<file path="src/rtl/cwg_pkg.sv">
// Shared types and constants for the cyclic waveform generator.
// No dependencies; imported by cyclic_waveform_generator_top.
package cwg_pkg;

    typedef enum logic [2:0] {
        ST_IDLE,
        ST_PREP,
        ST_DIV,
        ST_ROM,
        ST_DONE
    } cwg_state_t;

    typedef enum logic [2:0] {
        MODE_PERIOD,
        MODE_SINE,
        MODE_TRI,
        MODE_SAW,
        MODE_DIRECT
    } cwg_mode_t;

    localparam logic [2:0] WAVE_SINE     = 3'd0;
    localparam logic [2:0] WAVE_SQUARE   = 3'd1;
    localparam logic [2:0] WAVE_TRIANGLE = 3'd2;
    localparam logic [2:0] WAVE_SAW      = 3'd3;
    localparam logic [2:0] WAVE_CODE_MAX = 3'd5;

    localparam logic [7:0] SAMPLE_HIGH = 8'hFF;
    localparam logic [7:0] SAMPLE_LOW  = 8'h00;
    localparam logic [7:0] SAMPLE_BIAS = 8'h80;
    localparam logic [7:0] SAMPLE_ONE  = 8'h01;

    // Q28 fixed-point constants for building the sine table
    localparam longint unsigned Q_ONE     = 64'd1 << 28;
    localparam longint unsigned Q_TWO_PI  = 64'd1686629713;
    localparam longint unsigned Q_PI      = Q_TWO_PI >> 1;
    localparam longint unsigned Q_HALF_PI = Q_TWO_PI >> 2;

endpackage

</file>
<file path="src/rtl/cyclic_waveform_generator_top.sv">
// Cyclic waveform generator: start/tick command channel, 8-bit sample out.
// Depends on cwg_pkg (state and mode types, wave codes, Q28 constants).
//
// Input beats (s_valid/s_ready) carry s_cmd, s_wave_code and s_tone_freq. A start
// beat (s_cmd = 1) with a frequency of at least 2*LOW_FREQ_HZ and a wave code of 5
// or less sets the period to the effective rate over tone_freq, clears the phase
// and starts playback if the period is nonzero; drop any other start beat. A tick
// beat (s_cmd = 0) during playback yields one sample beat on m_valid/m_ready; a
// tick while idle yields nothing. cfg_wr_en writes cfg_wr_data into sample_rate
// at once; write it only while the block is idle. A new rate affects later starts only.
// One shared restoring divider retires one quotient bit per cycle over DIV_W
// bits (25 at the default table depth). A start keeps s_ready low while the
// divider runs; the next beat is taken once the block is back in idle. A tick
// steps through prepare, divide, the registered table read and done for sine,
// through prepare, divide and done for triangle and saw, and through prepare
// and done for square and constant; m_valid is registered from done, and the
// next beat is taken when the block returns to idle. aresetn stops playback and clears
// the rate, period and phase. A stalled receiver holds the sample register; the
// next beat is still taken, and its work waits at the end until the output frees.
module cyclic_waveform_generator_top
    import cwg_pkg::*;
#(
    parameter int LOW_FREQ_HZ      = 110,
    parameter int SINE_TABLE_DEPTH = 256
) (
    input  logic        aclk,
    input  logic        aresetn,
    input  logic        cfg_wr_en,
    input  logic [15:0] cfg_wr_data,
    input  logic        s_valid,
    output logic        s_ready,
    input  logic        s_cmd,
    input  logic [2:0]  s_wave_code,
    input  logic [15:0] s_tone_freq,
    output logic        m_valid,
    input  logic        m_ready,
    output logic [7:0]  m_sample
);

    // Table address width and dividend width: the sine index i*DEPTH needs
    // 16 + AW bits, the triangle numerator up to 255.5*N needs 24 bits.
    localparam int AW    = $clog2(SINE_TABLE_DEPTH);
    localparam int DIV_W = (16 + AW > 25) ? 16 + AW : 25;
    localparam int CW    = $clog2(DIV_W + 1);
    localparam int SW    = DIV_W + 2;

    localparam logic [15:0]         MIN_FREQ = 16'(2 * LOW_FREQ_HZ);
    localparam logic [DIV_W-1:0]    DEPTH_K  = DIV_W'(SINE_TABLE_DEPTH);
    localparam logic signed [SW-1:0] K510    = SW'(510);
    localparam logic signed [SW-1:0] K255    = SW'(255);

    // Sine table entry: floor(128 + 127*sin(2*pi*p/DEPTH)), Q28 Taylor series
    // with quadrant folding. Evaluated at elaboration only.
    function automatic logic [7:0] sine_entry(input int unsigned p);
        longint unsigned x;
        longint unsigned x2;
        longint unsigned t;
        longint unsigned s;
        longint unsigned v;
        logic            neg;
        neg = 1'b0;
        x = (longint'(p) * Q_TWO_PI) / SINE_TABLE_DEPTH;
        if (x > Q_PI) begin
            neg = 1'b1;
            x   = x - Q_PI;
        end
        if (x > Q_HALF_PI) begin
            x = (x > Q_PI) ? 64'd0 : Q_PI - x;
        end
        x2 = (x * x) >> 28;
        t  = Q_ONE;
        t  = Q_ONE - ((x2 * t) >> 28) / 110;
        t  = Q_ONE - ((x2 * t) >> 28) / 72;
        t  = Q_ONE - ((x2 * t) >> 28) / 42;
        t  = Q_ONE - ((x2 * t) >> 28) / 20;
        t  = Q_ONE - ((x2 * t) >> 28) / 6;
        s  = (x * t) >> 28;
        if (s > Q_ONE) begin
            s = Q_ONE;
        end
        v = neg ? (128 * Q_ONE - 127 * s) : (128 * Q_ONE + 127 * s);
        v = v >> 28;
        return (v > 64'd255) ? 8'hFF : v[7:0];
    endfunction

    // Constant sine table
    logic [7:0] sine_rom [SINE_TABLE_DEPTH];

    for (genvar g = 0; g < SINE_TABLE_DEPTH; g++) begin : g_sine_rom
        localparam logic [7:0] ENTRY = sine_entry(g);
        assign sine_rom[g] = ENTRY;
    end

    // Control and payload registers
    cwg_state_t       state_reg,       state_next;
    cwg_mode_t        mode_reg,        mode_next;
    logic [15:0]      sample_rate_reg, sample_rate_next;
    logic [15:0]      period_reg,      period_next;
    logic [15:0]      phase_reg,       phase_next;
    logic [2:0]       wave_sel_reg,    wave_sel_next;
    logic             playing_reg,     playing_next;
    logic [15:0]      cur_i_reg,       cur_i_next;
    logic [15:0]      rem_reg,         rem_next;
    logic [DIV_W-1:0] quo_reg,         quo_next;
    logic [15:0]      dvsr_reg,        dvsr_next;
    logic [CW-1:0]    cnt_reg,         cnt_next;
    logic [7:0]       res_reg,         res_next;
    logic             m_valid_reg,     m_valid_next;
    logic [7:0]       m_sample_reg,    m_sample_next;
    logic [7:0]       rom_data_reg;

    // Divider step: shift one dividend bit into the remainder, subtract
    logic [16:0]      trial;
    logic [16:0]      diff;
    logic             trial_ge;
    logic [15:0]      rem_step;
    logic [DIV_W-1:0] quo_step;

    assign trial    = {rem_reg, quo_reg[DIV_W-1]};
    assign diff     = trial - {1'b0, dvsr_reg};
    assign trial_ge = (trial >= {1'b0, dvsr_reg});
    assign rem_step = trial_ge ? diff[15:0] : trial[15:0];
    assign quo_step = {quo_reg[DIV_W-2:0], trial_ge};

    // Start checks and phase advance
    logic        start_ok;
    logic [15:0] eff_rate;
    logic [15:0] tick_i;
    logic [16:0] tick_i_inc;

    assign start_ok   = (s_tone_freq >= MIN_FREQ) && (s_wave_code <= WAVE_CODE_MAX);
    assign eff_rate   = (sample_rate_reg > MIN_FREQ) ? sample_rate_reg : 16'd0;
    assign tick_i     = (phase_reg >= period_reg) ? 16'd0 : phase_reg;
    assign tick_i_inc = {1'b0, tick_i} + 17'd1;

    // Dividends for the waveforms, from the latched phase and period
    logic [DIV_W-1:0]       sine_dvnd;
    logic [DIV_W-1:0]       saw_dvnd;
    logic [DIV_W-1:0]       tri_dvnd;
    logic [17:0]            i_x4;
    logic [17:0]            n_x3;
    logic signed [SW-1:0]   i_s;
    logic signed [SW-1:0]   n_s;
    logic signed [SW-1:0]   tri_d;
    logic signed [SW-1:0]   tri_num;

    assign sine_dvnd = DIV_W'(cur_i_reg) * DEPTH_K;
    assign saw_dvnd  = (DIV_W'(cur_i_reg) << 8) - DIV_W'(cur_i_reg);
    assign i_x4      = {cur_i_reg, 2'b00};
    assign n_x3      = {2'b00, period_reg} + {1'b0, period_reg, 1'b0};
    assign i_s       = signed'(SW'(cur_i_reg));
    assign n_s       = signed'(SW'(period_reg));

    // Rise, fall, rise: the numerator stays positive and its quotient
    // stays within 0..255 for any phase below the period.
    always_comb begin
        priority if (i_x4 <= {2'b00, period_reg}) begin
            tri_d = K510 * i_s;
        end else if (i_x4 < n_x3) begin
            tri_d = K255 * (n_s - (i_s <<< 1));
        end else begin
            tri_d = K510 * (i_s - n_s);
        end
    end

    assign tri_num  = (n_s <<< 7) + tri_d;
    assign tri_dvnd = tri_num[DIV_W-1:0];

    // Next state and datapath
    always_comb begin
        state_next       = state_reg;
        mode_next        = mode_reg;
        sample_rate_next = sample_rate_reg;
        period_next      = period_reg;
        phase_next       = phase_reg;
        wave_sel_next    = wave_sel_reg;
        playing_next     = playing_reg;
        cur_i_next       = cur_i_reg;
        rem_next         = rem_reg;
        quo_next         = quo_reg;
        dvsr_next        = dvsr_reg;
        cnt_next         = cnt_reg;
        res_next         = res_reg;
        m_valid_next     = m_valid_reg;
        m_sample_next    = m_sample_reg;
        s_ready          = 1'b0;

        if (cfg_wr_en) begin
            sample_rate_next = cfg_wr_data;
        end
        if (m_valid_reg && m_ready) begin
            m_valid_next = 1'b0;
        end

        unique case (state_reg)
            ST_IDLE: begin
                s_ready = 1'b1;
                if (s_valid) begin
                    if (s_cmd) begin
                        if (start_ok) begin
                            // Latch the tone, then divide rate by frequency
                            wave_sel_next = s_wave_code;
                            phase_next    = 16'd0;
                            quo_next      = DIV_W'(eff_rate);
                            rem_next      = 16'd0;
                            dvsr_next     = s_tone_freq;
                            cnt_next      = CW'(DIV_W);
                            mode_next     = MODE_PERIOD;
                            state_next    = ST_DIV;
                        end
                    end else if (playing_reg) begin
                        // Take this phase, advance modulo the period
                        cur_i_next = tick_i;
                        phase_next = (tick_i_inc >= {1'b0, period_reg}) ? 16'd0
                                                                        : tick_i_inc[15:0];
                        state_next = ST_PREP;
                    end
                end
            end

            ST_PREP: begin
                rem_next  = 16'd0;
                dvsr_next = period_reg;
                cnt_next  = CW'(DIV_W);
                unique case (wave_sel_reg)
                    WAVE_SINE: begin
                        quo_next   = sine_dvnd;
                        mode_next  = MODE_SINE;
                        state_next = ST_DIV;
                    end
                    WAVE_SQUARE: begin
                        res_next   = (cur_i_reg < (period_reg >> 1)) ? SAMPLE_HIGH
                                                                     : SAMPLE_LOW;
                        mode_next  = MODE_DIRECT;
                        state_next = ST_DONE;
                    end
                    WAVE_TRIANGLE: begin
                        quo_next   = tri_dvnd;
                        mode_next  = MODE_TRI;
                        state_next = ST_DIV;
                    end
                    WAVE_SAW: begin
                        quo_next   = saw_dvnd;
                        mode_next  = MODE_SAW;
                        state_next = ST_DIV;
                    end
                    default: begin
                        res_next   = SAMPLE_ONE;
                        mode_next  = MODE_DIRECT;
                        state_next = ST_DONE;
                    end
                endcase
            end

            ST_DIV: begin
                rem_next = rem_step;
                quo_next = quo_step;
                cnt_next = cnt_reg - CW'(1);
                if (cnt_reg == CW'(1)) begin
                    unique case (mode_reg)
                        MODE_PERIOD: begin
                            period_next  = quo_step[15:0];
                            playing_next = (quo_step[15:0] != 16'd0);
                            state_next   = ST_IDLE;
                        end
                        MODE_SINE: begin
                            state_next = ST_ROM;
                        end
                        MODE_TRI: begin
                            res_next   = quo_step[7:0];
                            state_next = ST_DONE;
                        end
                        MODE_SAW: begin
                            res_next   = quo_step[7:0] + SAMPLE_BIAS;
                            state_next = ST_DONE;
                        end
                        default: begin
                            state_next = ST_DONE;
                        end
                    endcase
                end
            end

            ST_ROM: begin
                // Table read lands in rom_data_reg at the end of this cycle
                state_next = ST_DONE;
            end

            ST_DONE: begin
                // Hold until the output register is free
                if (!m_valid_reg || m_ready) begin
                    m_valid_next  = 1'b1;
                    m_sample_next = (mode_reg == MODE_SINE) ? rom_data_reg : res_reg;
                    state_next    = ST_IDLE;
                end
            end

            default: begin
                state_next = ST_IDLE;
            end
        endcase
    end

    // Registered table read, addressed by the divider quotient
    always_ff @(posedge aclk) begin
        rom_data_reg <= sine_rom[quo_reg[AW-1:0]];
    end

    always_ff @(posedge aclk) begin
        if (!aresetn) begin
            state_reg       <= ST_IDLE;
            sample_rate_reg <= 16'd0;
            period_reg      <= 16'd0;
            phase_reg       <= 16'd0;
            wave_sel_reg    <= WAVE_SINE;
            playing_reg     <= 1'b0;
            m_valid_reg     <= 1'b0;
            mode_reg        <= MODE_PERIOD;
            cnt_reg         <= '0;
        end else begin
            state_reg       <= state_next;
            sample_rate_reg <= sample_rate_next;
            period_reg      <= period_next;
            phase_reg       <= phase_next;
            wave_sel_reg    <= wave_sel_next;
            playing_reg     <= playing_next;
            m_valid_reg     <= m_valid_next;
            mode_reg        <= mode_next;
            cnt_reg         <= cnt_next;
        end
    end

    always_ff @(posedge aclk) begin
        cur_i_reg    <= cur_i_next;
        rem_reg      <= rem_next;
        quo_reg      <= quo_next;
        dvsr_reg     <= dvsr_next;
        res_reg      <= res_next;
        m_sample_reg <= m_sample_next;
    end

    assign m_valid  = m_valid_reg;
    assign m_sample = m_sample_reg;

endmodule
</file>
<file path="config.mk">
export PLATFORM = sky130hd
export DESIGN_NAME = cyclic_waveform_generator_top
export DESIGN_NICKNAME = d
export VERILOG_FILES = /design/src/rtl/cwg_pkg.sv /design/src/rtl/cyclic_waveform_generator_top.sv
export SDC_FILE = /design/constraint.sdc
export NUM_CORES = 1
export LEC_CHECK = 0
export BUFFER_PORTS_ARGS = -buffer_cell sky130_fd_sc_hd__buf_2
export CAP_MARGIN = 20
export CORE_MARGIN = 2
export CORE_UTILIZATION = 41
export DETAILED_ROUTE_END_ITERATION = 7
export SLEW_MARGIN = 20
export SYNTH_ARGS = -nofsm -noshare
export SYNTH_HDL_FRONTEND = slang
export SYNTH_SLANG_ARGS = --single-unit
</file>
<file path="constraint.sdc">
create_clock -name aclk -period 19.7 [get_ports aclk]
set_input_delay 2.955 -clock aclk [delete_from_list [all_inputs] [get_ports aclk]]
set_output_delay 2.955 -clock aclk [all_outputs]
set_load 0.005 [all_outputs]
</file>
=== Word-level counts from Yosys, hierarchy flattened ===
Memories as Yosys holds them, arrays and structs flattened. A register that Yosys moved wholly into a read port is not among the register bits.
Cells that the tools add are included.

* $add $sub $neg: 9
* Multiply operators: 3
* Order comparisons: 9
* Equal/unequal tests: 22
* Mux-type cells: 49
* Bitwise logic cells: 2
* Reductions and logical operators: 23

{| class="wikitable"
|+ Operators by type and width
! cell !! number
|-
| 2-to-1 mux 16 bit || 12
|-
| one-hot mux 25 bit (3 select lines) || 2
|-
| 2-to-1 mux 25 bit || 5
|-
| one-hot mux 16 bit (3 select lines) || 1
|-
| one-hot mux 8 bit (2 select lines) || 3
|-
| greater-or-equal comparator 17 x 16 -> 1 bit || 2
|-
| one-hot mux 16 bit (2 select lines) || 1
|-
| 2-to-1 mux 3 bit || 10
|-
| adder 24 x 25 -> 25 bit || 1
|-
| multiplier 9 x 18 -> 25 bit, first input constant || 1
|-
| subtractor 24 x 16 -> 25 bit || 1
|-
| multiplier 8 x 16 -> 24 bit, first input constant || 1
|-
| multiplier 9 x 17 -> 24 bit, first input constant || 1
|-
| 2-to-1 mux 8 bit || 3
|-
| AND reduction 4 bit || 6
|-
| adder 16 x 17 -> 18 bit || 1
|-
| == test 3 x 2 -> 1 bit, second input constant || 6
|-
| less-or-equal comparator 18 x 16 -> 1 bit || 1
|-
| < comparator 18 bit || 1
|-
| subtractor 16 x 17 -> 18 bit || 1
|-
| adder 16 x 1 -> 17 bit, second input constant || 1
|-
| subtractor 16 x 16 -> 17 bit || 1
|-
| greater-or-equal comparator 16 bit || 1
|-
| greater-or-equal comparator 16 x 8 -> 1 bit, second input constant || 1
|-
| 33 further kinds || 53
|}

* Register bits: 153
* Memory bits (read-only): 2048
* Bits of input ports: 41
* Output and inout bits: 10
* Logic and storage cells: 133
* Memories kept: 1

{| class="wikitable"
|+ Memory list
! memory !! depth !! bits a word !! rd ports !! clocked after memory_dff !! wr ports !! RTL line !! source
|-
| (no name shown) || 256 || 8 || 1 || 1 || 0 || cyclic_waveform_generator_top.sv:306 || <nowiki>rom_data_reg <= sine_rom[quo_reg[AW-1:0]];</nowiki>
|}

=== Longest topological paths before layout ===
Gate-level depths: netlist of run 1.

* Depth in word-level cells: 7
* Depth in mapped cells: 42
* Depth with buffers taken out: 42

=== Worst setup path after synthesis of run 1 ===
No wires, ideal clock.

* Kind: reg2reg
* From: register cur_i_reg[0]
* To: register quo_reg[24] (data pin)
* Library setup time: 0.258 ns
* Arrival: 8.350 ns
* Data required time: 19.442 ns
* Path slack: 11.092 ns
* Cell stages (with the launch flop): 38
* Path buffers: 0
* Clock period less this slack: 8.608 ns
* Cells stage by stage: edfxtp_1 -> inv_1 -> ha_1 -> inv_1 -> fa_1 -> a211oi_1 -> o21ai_2 -> a2111oi_4 -> nor3_2 -> a21oi_1 -> xnor2_1 -> inv_1 -> fa_1 -> inv_1 -> fa_1 -> fa_1 -> inv_1 -> fa_1 -> (+2 left out) -> a21oi_1 -> o21ai_0 -> a31oi_1 -> nand2_1 -> a21oi_1 -> xnor2_1 -> mux2i_1 -> o21ai_0 -> ha_1 -> and3_1 -> a211o_1 -> a21oi_1 -> nor2b_1 -> or3_1 -> a21oi_1 -> nor4_1 -> a211oi_1 -> nand2_1

* Word-level cells in the longest chain between the ends: 7
* Elaborated cells on any way between the ends: 13
* Classes of those cells: add/sub: 4; mul: 3; order compare: 2; mux: 4

{| class="wikitable"
|+ RTL lines
! element !! RTL line !! source
|-
| start, declared || cyclic_waveform_generator_top.sv:102 || <nowiki>logic [15:0] cur_i_reg, cur_i_next;</nowiki>
|-
| start signal, assigned || cyclic_waveform_generator_top.sv:334 || <nowiki>cur_i_reg <= cur_i_next;</nowiki>
|-
| subtractor 16 x 17 -> 18 bit or subtractor 16 x 16 -> 17 bit (tied branches) || cyclic_waveform_generator_top.sv:160, cyclic_waveform_generator_top.sv:162 ||
|-
| multiplier 9 x 18 -> 25 bit or multiplier 9 x 17 -> 24 bit (tied branches) || cyclic_waveform_generator_top.sv:160, cyclic_waveform_generator_top.sv:162 ||
|-
| 2-to-1 mux 25 bit || cyclic_waveform_generator_top.sv:159 || <nowiki>end else if (i_x4 < n_x3) begin</nowiki>
|-
| 2-to-1 mux 25 bit || cyclic_waveform_generator_top.sv:157 || <nowiki>priority if (i_x4 <= {2'b00, period_reg}) begin</nowiki>
|-
| adder 24 x 25 -> 25 bit || cyclic_waveform_generator_top.sv:166 || <nowiki>assign tri_num = (n_s <<< 7) + tri_d;</nowiki>
|-
| one-hot mux 25 bit (3 select lines) * || cyclic_waveform_generator_top.sv:225 || <nowiki>unique case (wave_sel_reg)</nowiki>
|-
| one-hot mux 25 bit (3 select lines) * || cyclic_waveform_generator_top.sv:195 || <nowiki>unique case (state_reg)</nowiki>
|-
| via quo_next[24] || cyclic_waveform_generator_top.sv:104 || <nowiki>logic [DIV_W-1:0] quo_reg, quo_next;</nowiki>
|-
| end signal, assigned || cyclic_waveform_generator_top.sv:336 || <nowiki>quo_reg <= quo_next;</nowiki>
|-
| end, declared || cyclic_waveform_generator_top.sv:104 ||
|}

Mark *: on every way through the listed nets, which the timed path passes. The rest lies on a longest branch.
A chain may end at the register's enable or synchronous reset.

=== Worst setup path in the final report of run 1 ===
* From: register period_reg[2]
* To: register quo_reg[24] (data pin)

* Word-level cells in the longest chain between the ends: 7
* Elaborated cells on any way between the ends: 12
* Classes of those cells: add/sub: 4; mul: 2; order compare: 2; mux: 4

{| class="wikitable"
|+ RTL lines
! element !! RTL line !! source
|-
| start, declared || cyclic_waveform_generator_top.sv:98 || <nowiki>logic [15:0] period_reg, period_next;</nowiki>
|-
| start signal, assigned || cyclic_waveform_generator_top.sv:323 || <nowiki>period_reg <= period_next;</nowiki>
|-
| subtractor 16 x 17 -> 18 bit, or another cell as far along || cyclic_waveform_generator_top.sv:160 || <nowiki>tri_d = K255 * (n_s - (i_s <<< 1));</nowiki>
|-
| multiplier 9 x 18 -> 25 bit, or another cell as far along || cyclic_waveform_generator_top.sv:160 ||
|-
| 2-to-1 mux 25 bit || cyclic_waveform_generator_top.sv:159 ||
|-
| 2-to-1 mux 25 bit || cyclic_waveform_generator_top.sv:157 ||
|-
| adder 24 x 25 -> 25 bit * || cyclic_waveform_generator_top.sv:166 ||
|-
| one-hot mux 25 bit (3 select lines) * || cyclic_waveform_generator_top.sv:225 ||
|-
| one-hot mux 25 bit (3 select lines) * || cyclic_waveform_generator_top.sv:195 ||
|-
| via quo_next[24] || cyclic_waveform_generator_top.sv:104 ||
|}

Marked as above.

==> results of run 1 <==
worst max-delay path: cells and delay by family, from the launching register on:
kind | cells | cell delay [ns]
compound gates | 13 | 3.39
fa+ha+maj | 7 | 3.25
simple gates | 9 | 1.36
xor+xnor | 2 | 0.69
flops | 1 | 0.66
buf+inv | 5 | 0.65
mux | 1 | 0.14
through the flow:
step | cells | power [mW] | utilization (%) | hold slack (ns)
global route | 3724 | 2.18 | 44.1 | 0.548
finish | 3725 | 2.02 | 44.1 | 0.509
global placement | 3692 | 1.68 | 43.2 | 0.498
floorplan | 2932 | 1.33 | - | 0.475
detailed placement | 3692 | 1.71 | 43.2 | 0.501
CTS | 3724 | 2.02 | 44.1 | 0.510
synth_stat cells, types with 18 or more instances:
| library cell | count |
|---|---|
| a211oi_1 | 29 |
| a21boi_0 | 26 |
| a21o_1 | 64 |
| a21oi_1 | 185 |
| a22oi_1 | 33 |
| a31oi_1 | 20 |
| and2_1 | 20 |
| and3_1 | 23 |
| clkbuf_1 | 82 |
| dfxtp_1 | 72 |
| edfxtp_1 | 89 |
| fa_1 | 219 |
| ha_1 | 318 |
| inv_1 | 465 |
| mux2i_1 | 56 |
| nand2_1 | 229 |
| nand2b_1 | 28 |
| nand3_1 | 47 |
| nand4_1 | 18 |
| nor2_1 | 171 |
| nor2b_1 | 81 |
| nor3_1 | 41 |
| o211ai_1 | 20 |
| o21a_1 | 32 |
| o21ai_0 | 147 |
| o21ai_1 | 18 |
| o21bai_1 | 25 |
| xnor2_1 | 119 |
| xor2_1 | 60 |
cell families (layout without fill, tap and decap cells):
| group | count (synthesis) | in the layout | synth area share, % |
|---|---|---|---|
| AO/OA/AOI/OAI | 707 | 707 | 18.5 |
| XOR/XNOR | 180 | 180 | 6.36 |
| adder cells (fa/ha/maj) | 539 | 539 | 33.7 |
| buffers and inverters | 565 | 575 | 8.53 |
| flip-flops | 161 | 161 | 16.5 |
| multiplexers | 68 | 68 | 2.84 |
| other | 0 | 1 | 0 |
| AND/OR/NAND/NOR | 712 | 712 | 13.6 |
worst paths after layout:
| check | from | end | slack [ns] | cells past startpoint |
|---|---|---|---|---|
| max | period_reg[2]$_SDFFE_PN0P_ | quo_reg[24]$_DFFE_PP_ | 9.34 | 37 |
| min | playing_reg$_SDFFE_PN0P_ | playing_reg$_SDFFE_PN0P_ | 0.51 | 2 |
| max reg2reg | period_reg[2]$_SDFFE_PN0P_ | quo_reg[24]$_DFFE_PP_ | 9.34 | 37 |
| min reg2reg | playing_reg$_SDFFE_PN0P_ | playing_reg$_SDFFE_PN0P_ | 0.51 | 2 |
cell usage in the layout (no fill, tap or decap), types with 72 or more instances in the layout:
master	Yosys	final
o21ai_0	147	147
xnor2_1	119	119
ha_1	318	318
fa_1	219	219
edfxtp_1	89	89
nor2b_1	81	81
nand2_1	229	229
nor2_1	171	171
a21oi_1	185	183
dfxtp_1	72	72
inv_1	465	465
cell type report:
| class | count | area [µm²] |
|---|---|---|
| antenna | 1 | 2.50 |
| clock buffer | 24 | 452 |
| clock inverter | 8 | 63.8 |
| fill | 5943 | 33600 |
| inverter | 468 | 1760 |
| multi-input combinational | 2206 | 18700 |
| sequential | 161 | 4110 |
| tap | 782 | 978 |
| timing repair buffer | 75 | 438 |
routing by layer:
| metal | up-vias | global-route usage, % | wire length (µm) |
|---|---|---|---|
| li1 | 9955 | - | - |
| met1 | 10200 | 33.2 | 33300 |
| met2 | 735 | 40.8 | 35700 |
| met3 | 105 | 2.03 | 4130 |
| met4 | 0 | 7.10 | 1990 |
| met5 | - | 0 | 0 |
where the power goes:
group,switching [mW],internal [mW]
sequential,0.0207,0.384
clock,0.135,0.172
combinational,0.809,0.502
==> impl_metrics.toml, run 1 <==
[run_status]
status = "finished clean"

[floorplanning]
num_io_pins = 51
core.rowCount = 90
fp.dieW_um = 250
die_area_um2 = 62700
die_y_um = 250
start_util_pct = 41.4
coreArea_um2 = 60100

[synth]
async_flop_share_pct = 0
ys.flop_type = "edfxtp_1"
synth_edf_count = 89
avgSynthCellArea_um2 = 8.49
synth_area_leaders = "fa_1 (18%), ha_1 (16%), edfxtp_1 (11%)"
ys_ff_latch = 161
yosysWarnings = 0
syn-cell-area_um2 = 24900
syn_nets = 3510
synth_cells = 2932
synth_cell_type_count = 86
synth_top_cell_by_area = "fa_1"
seq_area_frac_synth_pct = 16.5
yosysTopAreaCellShare_pct = 17.6

[place]
place_area_um2 = 26000
port_buffers = 50
place.gp.congestion = 0.931
dp_hpwl_um = 59500
place_ws_ns = 9.54

[clock_network]
clockRootBuffer = "clkbuf_16"
tritoncts = "yes"
numClockSinks = 161
cts_max_level = 4
cts_buffers = 17
clk_pin_slew_worst_paths_ns = 0.06
clockBufferDepth = 2
post_cts_buffers = 0
post_cts_resized = 0
clk-insertion-delay-late_ns = 0.45
hold_buffers = 0

[worst_hold_path]
hp-class = "reg2reg"

[critical_path]
crit_slowest_cell = "dfxtp_1"
worst-setup-path-type = "reg2reg"
startpoint_type = "register"
crit_required_ns = 19.89
cp_max_fo = 8
crit_path_max_incr_delay_ns = 0.66
arrival_ns = 10.55
cp_common_cell = "inv_1"
crit_path_end_kind = "register"

[timing]
finalCriticalPeriod_ns = 10.36
layout_setup_ws_ns = 9.34
setup_tns_ns = 0
finalHoldViolCount = 0
setup_viol = 0
skew_ns = 0.0129
finalCritPeriodShare_pct = 52.6
slew_violations = 0
clock.fmax_mhz = 96.5
worst_slew_pin_slew_ns = 1.06
rsz0062_at_grt = "no"
slew-limit-headroom_pct = 29.3

[power]
leakage_nw = 12.1
power.density_nw_per_um2 = 76.3
ir_drop_uv = 45.6

[detailed_routing]
drt-initial-drc-count = 1778
wl_per_cell_um = 20.2
drc = 0
vias = 21000
drt_wl_total_um = 75100
ant_nets = 0
drtPass1Iterations = 5
viasPerCell = 5.65

[global_route]
grt_overflow = 0
grt_pass1_wl_um = 119000
grt_use_total_pct = 24.2
antenna_found_initial = 0
grt_max_degree = 65
grt_pass1_vias = 21100

[layout]
nets = 3507
largest_reg_flops = 25
areaGrowthSynthToFinish_pct = 6.47
layout-drive-gt1-share_pct = 4.79
postLayoutCellArea_um2 = 26500

[job]
cap_viol_max_count = 0
(Power assumes the default switching activity.)
==> run 2, diff against run 1 <==
--- a/config.mk
+++ b/config.mk
@@ -5,6 +5,7 @@
 export SDC_FILE = /design/constraint.sdc
 export NUM_CORES = 1
 export LEC_CHECK = 0
+export ABC_AREA = 1
 export BUFFER_PORTS_ARGS = -buffer_cell sky130_fd_sc_hd__buf_2
 export CAP_MARGIN = 20
 export CORE_MARGIN = 2
==> constraint.sdc (replaced) <==
create_clock -name aclk -period 8.5 [get_ports aclk]
set_input_delay 1.275 -clock aclk [delete_from_list [all_inputs] [get_ports aclk]]
set_output_delay 1.275 -clock aclk [all_outputs]
set_load 0.005 [all_outputs]
==> run 2 against run 1 <==
Setup slack got worse by 8.9 ns; first-iteration DRC count up 17%; non-clock buffer count increased by 121; via count up 12%; synthesized cell count rose by 17%; sequential cell count unchanged.
==> impl_metrics.toml, run 2 <==
[synth]
seq_area_frac_synth_pct = 16.2
synth_top_cell_by_area = "fa_1"
synth.most_common_cell = "inv_1"
synth_area_leaders = "fa_1 (17%), ha_1 (16%), edfxtp_1 (11%)"
synth_common_cells = "inv_1 (695), nand2_1 (610), ha_1 (318), a21oi_1 (289), o21ai_0 (232)"
async_flop_share_pct = 0
yosysWarnings = 0
ys.flop_type = "edfxtp_1"
synth_cells = 3422
syn-cell-area_um2 = 25400
avgSynthCellArea_um2 = 7.41
syn_nets = 4000
ys_ff_latch = 161
synth_cell_type_count = 73
synth_edf_count = 89
yosysTopAreaCellShare_pct = 17.3

[timing]
slew_violations = 0
finalCritPeriodShare_pct = 95.2
finalHoldViolCount = 0
clock.fmax_mhz = 124
skew_ns = 0.0219
slew-limit-headroom_pct = 29.8
finalCriticalPeriod_ns = 8.09
worst_slew_pin_slew_ns = 1.05
setup_viol = 0

[detailed_routing]
viasPerCell = 5.36
vias = 23500
drt_wl_total_um = 82300
drc = 0
drt-initial-drc-count = 2089
wl_per_cell_um = 18.8
ant_nets = 0
drtPass1Iterations = 5

[critical_path]
rrSetupSlack_ns = 0.41
crit_path_max_incr_delay_ns = 0.55
crit_required_ns = 8.72
critPathTopFamily = "adder cells"
cp_max_fo = 4
startpoint_type = "register"
crit_slowest_cell = "edfxtp_1"
arrival_ns = 8.31
cp_common_cell = "nand2_1"
worst-path-buf-inv = 8
crit_path_end_kind = "register"
worst-setup-path-type = "reg2reg"

[job]
cap_viol_max_count = 0

[place]
post-place-cells = 4319
place.gp.congestion = 1.00
port_buffers = 50
dp_hpwl_um = 68000

[clock_network]
hold_buffers = 0
tritoncts = "yes"
clk-insertion-delay-late_ns = 0.47
cts_max_level = 4
clk_pin_slew_worst_paths_ns = 0.08
cts_buffers = 17
clockBufferDepth = 2
numClockSinks = 161
clockRootBuffer = "clkbuf_16"

[global_route]
grt_max_degree = 44
antenna_found_initial = 2
grtUsageMet3_pct = 4.01
top_usage_layer = "met2"
grt_use_total_pct = 25.9
grt_pass1_vias = 22100
grt_use_met1_pct = 37.4
grtUsageMet2_pct = 40.0
grt_overflow = 0
grt_pass1_wl_um = 128000

[layout]
n_antenna_cell = 0
areaGrowthSynthToFinish_pct = 11.6
largest_reg_flops = 25
final_common_cell = "inv_1"
nFillCells = 6222
most-common-layout-cells = "inv_1 (691), nand2_1 (608), ha_1 (309)"
nets = 4152
layout-drive-gt1-share_pct = 9.45
instances_no_fill = 4377

[floorplanning]
start_util_pct = 41.3
core.rowCount = 91
coreArea_um2 = 61400
fp.dieW_um = 253
num_io_pins = 51
die_area_um2 = 63800
die_y_um = 253

[run_status]
status = "finished clean"

[worst_hold_path]
hp-class = "reg2reg"
run 2: cell count changes after synthesis, sizes merged, moves of 30 or more:
cell,previous run,this run
inv,468,704
clkbuf,82,51
mux2i,56,1
a21o,64,7
xnor2,119,41
nand4,18,49
o21ai,166,246
o21a,32,2
nor2b,81,0
nand2,229,618
a21oi,187,292
nand3,47,156
nor2,171,238
run 2: final timing paths:
kind | from | end | cells past startpoint
max reg2reg | cur_i_reg[3]$_DFFE_PP_ | quo_reg[23]$_DFFE_PP_ | 42
min | phase_reg[0]$_SDFFE_PN0P_ | phase_reg[0]$_SDFFE_PN0P_ | 2
min reg2reg | phase_reg[0]$_SDFFE_PN0P_ | phase_reg[0]$_SDFFE_PN0P_ | 2
max | cur_i_reg[3]$_DFFE_PP_ | quo_reg[23]$_DFFE_PP_ | 42
run 2: worst min-delay path, stage by stage, from the launching register on:
cell	delay, ns
dfxtp_1	0.31
nand2_1	0.06
a21oi_1	0.05
run 2: what timing repair did:
action	CTS	global route
buffers inserted	0	26
hold endpoints to repair	0	0
resized for setup	0	53
endpoints found under the setup margin	0	9
run 2: logic make-up (layout without fill, tap and decap cells):
group | count (synthesis) | in the layout | synth area share (%)
and+or+nand+nor | 1143 | 1143 | 19.6
buffers and inverters | 771 | 936 | 11.5
AOI/OAI and AO/OA | 692 | 692 | 15.5
adders and majority gates | 537 | 537 | 33.0
DFF | 161 | 161 | 16.2
xor gates and xnor gates | 117 | 117 | 4.07
muxes | 1 | 1 | 0.0395
run 2: stage by stage:
stage               setup slack [ns]  area (µm²)  utilization (%)  hold slack (ns)  TNS, ns
floorplan                      0.962       25400                -            0.443        0
global placement             0.00573       27200             44.4            0.457        0
detailed placement             0.199       27200             44.4            0.457        0
CTS                            0.164       27900             45.4            0.468        0
global route                 -0.0400       28300             46.1            0.496  -0.0779
finish                         0.406       28300             46.1            0.473        0
run 2: final cells by class:
class                   count  area (µm²)  share of cell area, %
flip-flops and latches    161        4120                   14.5
well taps                 790         988                   3.49
clock inverters            14         210                  0.743
multi-input cells        2490       18500                   65.4
repair buffers            196        1380                   4.86
clock buffers              18         429                   1.52
inverters                 708        2670                   9.42
run 2: routing by layer:
metal / vias up / wire length, µm
met3: 129 / 5990
met1: 11100 / 38100
met5: - / 13
met2: 783 / 35900
met4: 2 / 2300
li1: 11500 / -
Power of run 2 is not shown: default switching activity piles up to over one toggle a cycle in this logic, so the estimate is an artifact.
==> run 3, diff against run 2 <==
==> constraint.sdc (replaced) <==
create_clock -name aclk -period 6.65 [get_ports aclk]
set_input_delay 0.9975 -clock aclk [delete_from_list [all_inputs] [get_ports aclk]]
set_output_delay 0.9975 -clock aclk [all_outputs]
set_load 0.005 [all_outputs]
==> run 3 against run 2 <==
The flow now finishes with violations (setup timing); count of clock-buffer cells in the layout is 3 higher; setup slack got worse by 1.2 ns; critical path depth down 2; non-clock buffer count increased by 435; utilization is 8.0 points higher; fmax up 9.5%; cell count increased by 9.9%; sequential share of layout area decreased by 2.1 points; sequential cell count stayed put; clock skew fell by 0.0056 ns; via count rose by 8.0%.
==> impl_metrics.toml, run 3 (synthesis results as in run 2) <==
[clock_network]
numClockSinks = 161
clk-insertion-delay-late_ns = 0.46
clk_pin_slew_worst_paths_ns = 0.07
hold_buffers = 0
clockBufferDepth = 2
cts_max_level = 4
tritoncts = "yes"
cts_buffers = 17
clockRootBuffer = "clkbuf_16"

[timing]
rsz0062_at_grt = "yes"
worst_slew_pin_slew_ns = 0.993
setup_viol = 14
hold_slack_ns = 0.474
finalHoldViolCount = 0
clock.fmax_mhz = 135
slew-limit-headroom_pct = 33.8
layout_setup_ws_ns = -0.744
finalCriticalPeriod_ns = 7.39
finalCritPeriodShare_pct = 111
slew_violations = 0
skew_ns = 0.0162

[detailed_routing]
drt_wl_total_um = 89100
drc = 0
drt-initial-drc-count = 2249
wl_per_cell_um = 18.5
viasPerCell = 5.27
vias = 25300
drtPass1Iterations = 6
ant_nets = 0

[critical_path]
crit_path_max_incr_delay_ns = 0.57
startpoint_type = "register"
crit_required_ns = 6.86
arrival_ns = 7.61
cp_common_cell = "inv_2"
cp_max_fo = 4
worst-setup-path-type = "reg2reg"
crit_path_end_kind = "register"
crit_slowest_cell = "fa_2"

[run_status]
violations = "setup timing"
status = "finished with violations"

[layout]
layout-drive-gt1-share_pct = 25.7
nets = 4587
final_common_cell = "inv_1"
most-common-layout-cells = "inv_1 (645), nand2_1 (561), buf_4 (556)"
n_antenna_cell = 0
areaGrowthSynthToFinish_pct = 30.9
largest_reg_flops = 25
nFillCells = 5828

[place]
port_buffers = 50
place.gp.congestion = 1.02
dp_hpwl_um = 72900

[floorplanning]
die_y_um = 253
num_io_pins = 51
coreArea_um2 = 61400
start_util_pct = 41.3
die_area_um2 = 63800
fp.dieW_um = 253
core.rowCount = 91

[global_route]
grt_max_degree = 44
grt_pass1_vias = 24800
grt_overflow = 0
antenna_found_initial = 3
grt_pass1_wl_um = 139000
grt_use_total_pct = 28.1

[job]
cap_viol_max_count = 0

[worst_hold_path]
hp-class = "reg2reg"
-- run 3: changes by cell type in the layout (fill, tap and decap cells not counted), moves of 20 or more --
cell,delta
inv_2,+45
ha_1,-40
nand3_1,-20
a21oi_2,+33
nand2_1,-47
nand2_2,+42
inv_1,-46
a21oi_1,-42
buf_4,+413
ha_4,+44
o21ai_0,-34
-- run 3: per-layer routing --
metal  part of all wire (%)  vias up  global-route usage, %
li1                       -    12300                      -
met3                    6.8      164                   3.67
met5                  0.030        -                      0
met1                     45    12000                   39.5
met4                    3.2        4                   8.22
met2                     45      867                   45.1
-- run 3: worst max-delay path: cells and delay by family, from the launching register on --
kind | cells | cell delay (ns)
compound gates | 8 | 1.18
xor+xnor | 1 | 0.14
fa+ha+maj | 8 | 3.20
buf+inv | 6 | 0.42
flops | 1 | 0.48
simple gates | 17 | 1.70
-- run 3: layout make-up --
type                       instances  area (µm²)  area share, %
multi-input combinational       2490       20000           60.3
timing repair buffer             631        4840           14.6
sequential                       161        4120           12.4
inverter                         708        2670           8.03
tap                              790         988           2.98
clock buffer                      21         460           1.39
clock inverter                    11        93.8          0.283
-- run 3: what timing repair did --
| item | 4_1_cts | 5_1_grt |
|---|---|---|
| gates resized for setup | 136 | 149 |
| buffers inserted | 57 | 22 |
| pin swaps | 81 | 88 |
| setup endpoints to repair | 16 | 17 |
| cloned | 0 | 0 |
-- run 3: path summary, 6_finish.rpt --
kind	start	to	slack (ns)	depth (start not counted)
worst min-delay path	phase_reg[0]$_SDFFE_PN0P_	phase_reg[0]$_SDFFE_PN0P_	0.47	2
worst min register to register	phase_reg[0]$_SDFFE_PN0P_	phase_reg[0]$_SDFFE_PN0P_	0.47	2
worst max-delay path	cur_i_reg[0]$_DFFE_PP_	quo_reg[23]$_DFFE_PP_	-0.74	40
worst max register to register	cur_i_reg[0]$_DFFE_PP_	quo_reg[23]$_DFFE_PP_	-0.74	40
-- run 3: through the flow --
| stage | cell area [µm²] | setup WS [ns] | cells | TNS, ns | utilization [%] |
|---|---|---|---|---|---|
| 2_1_floorplan | 26000 | -0.466 | 3422 | -2.24 | - |
| 3_3_place_gp | 30900 | -0.887 | 4704 | -10.04 | 50.4 |
| 3_5_place_dp | 30900 | -0.928 | 4704 | -10.66 | 50.4 |
| 4_1_cts | 32500 | -0.704 | 4792 | -8.04 | 53.0 |
| 5_1_grt | 33200 | -1.15 | 4812 | -12.06 | 54.1 |
| 6_report | 33200 | -0.744 | 4812 | -7.00 | 54.1 |
Power of run 3 is left out for the same reason.
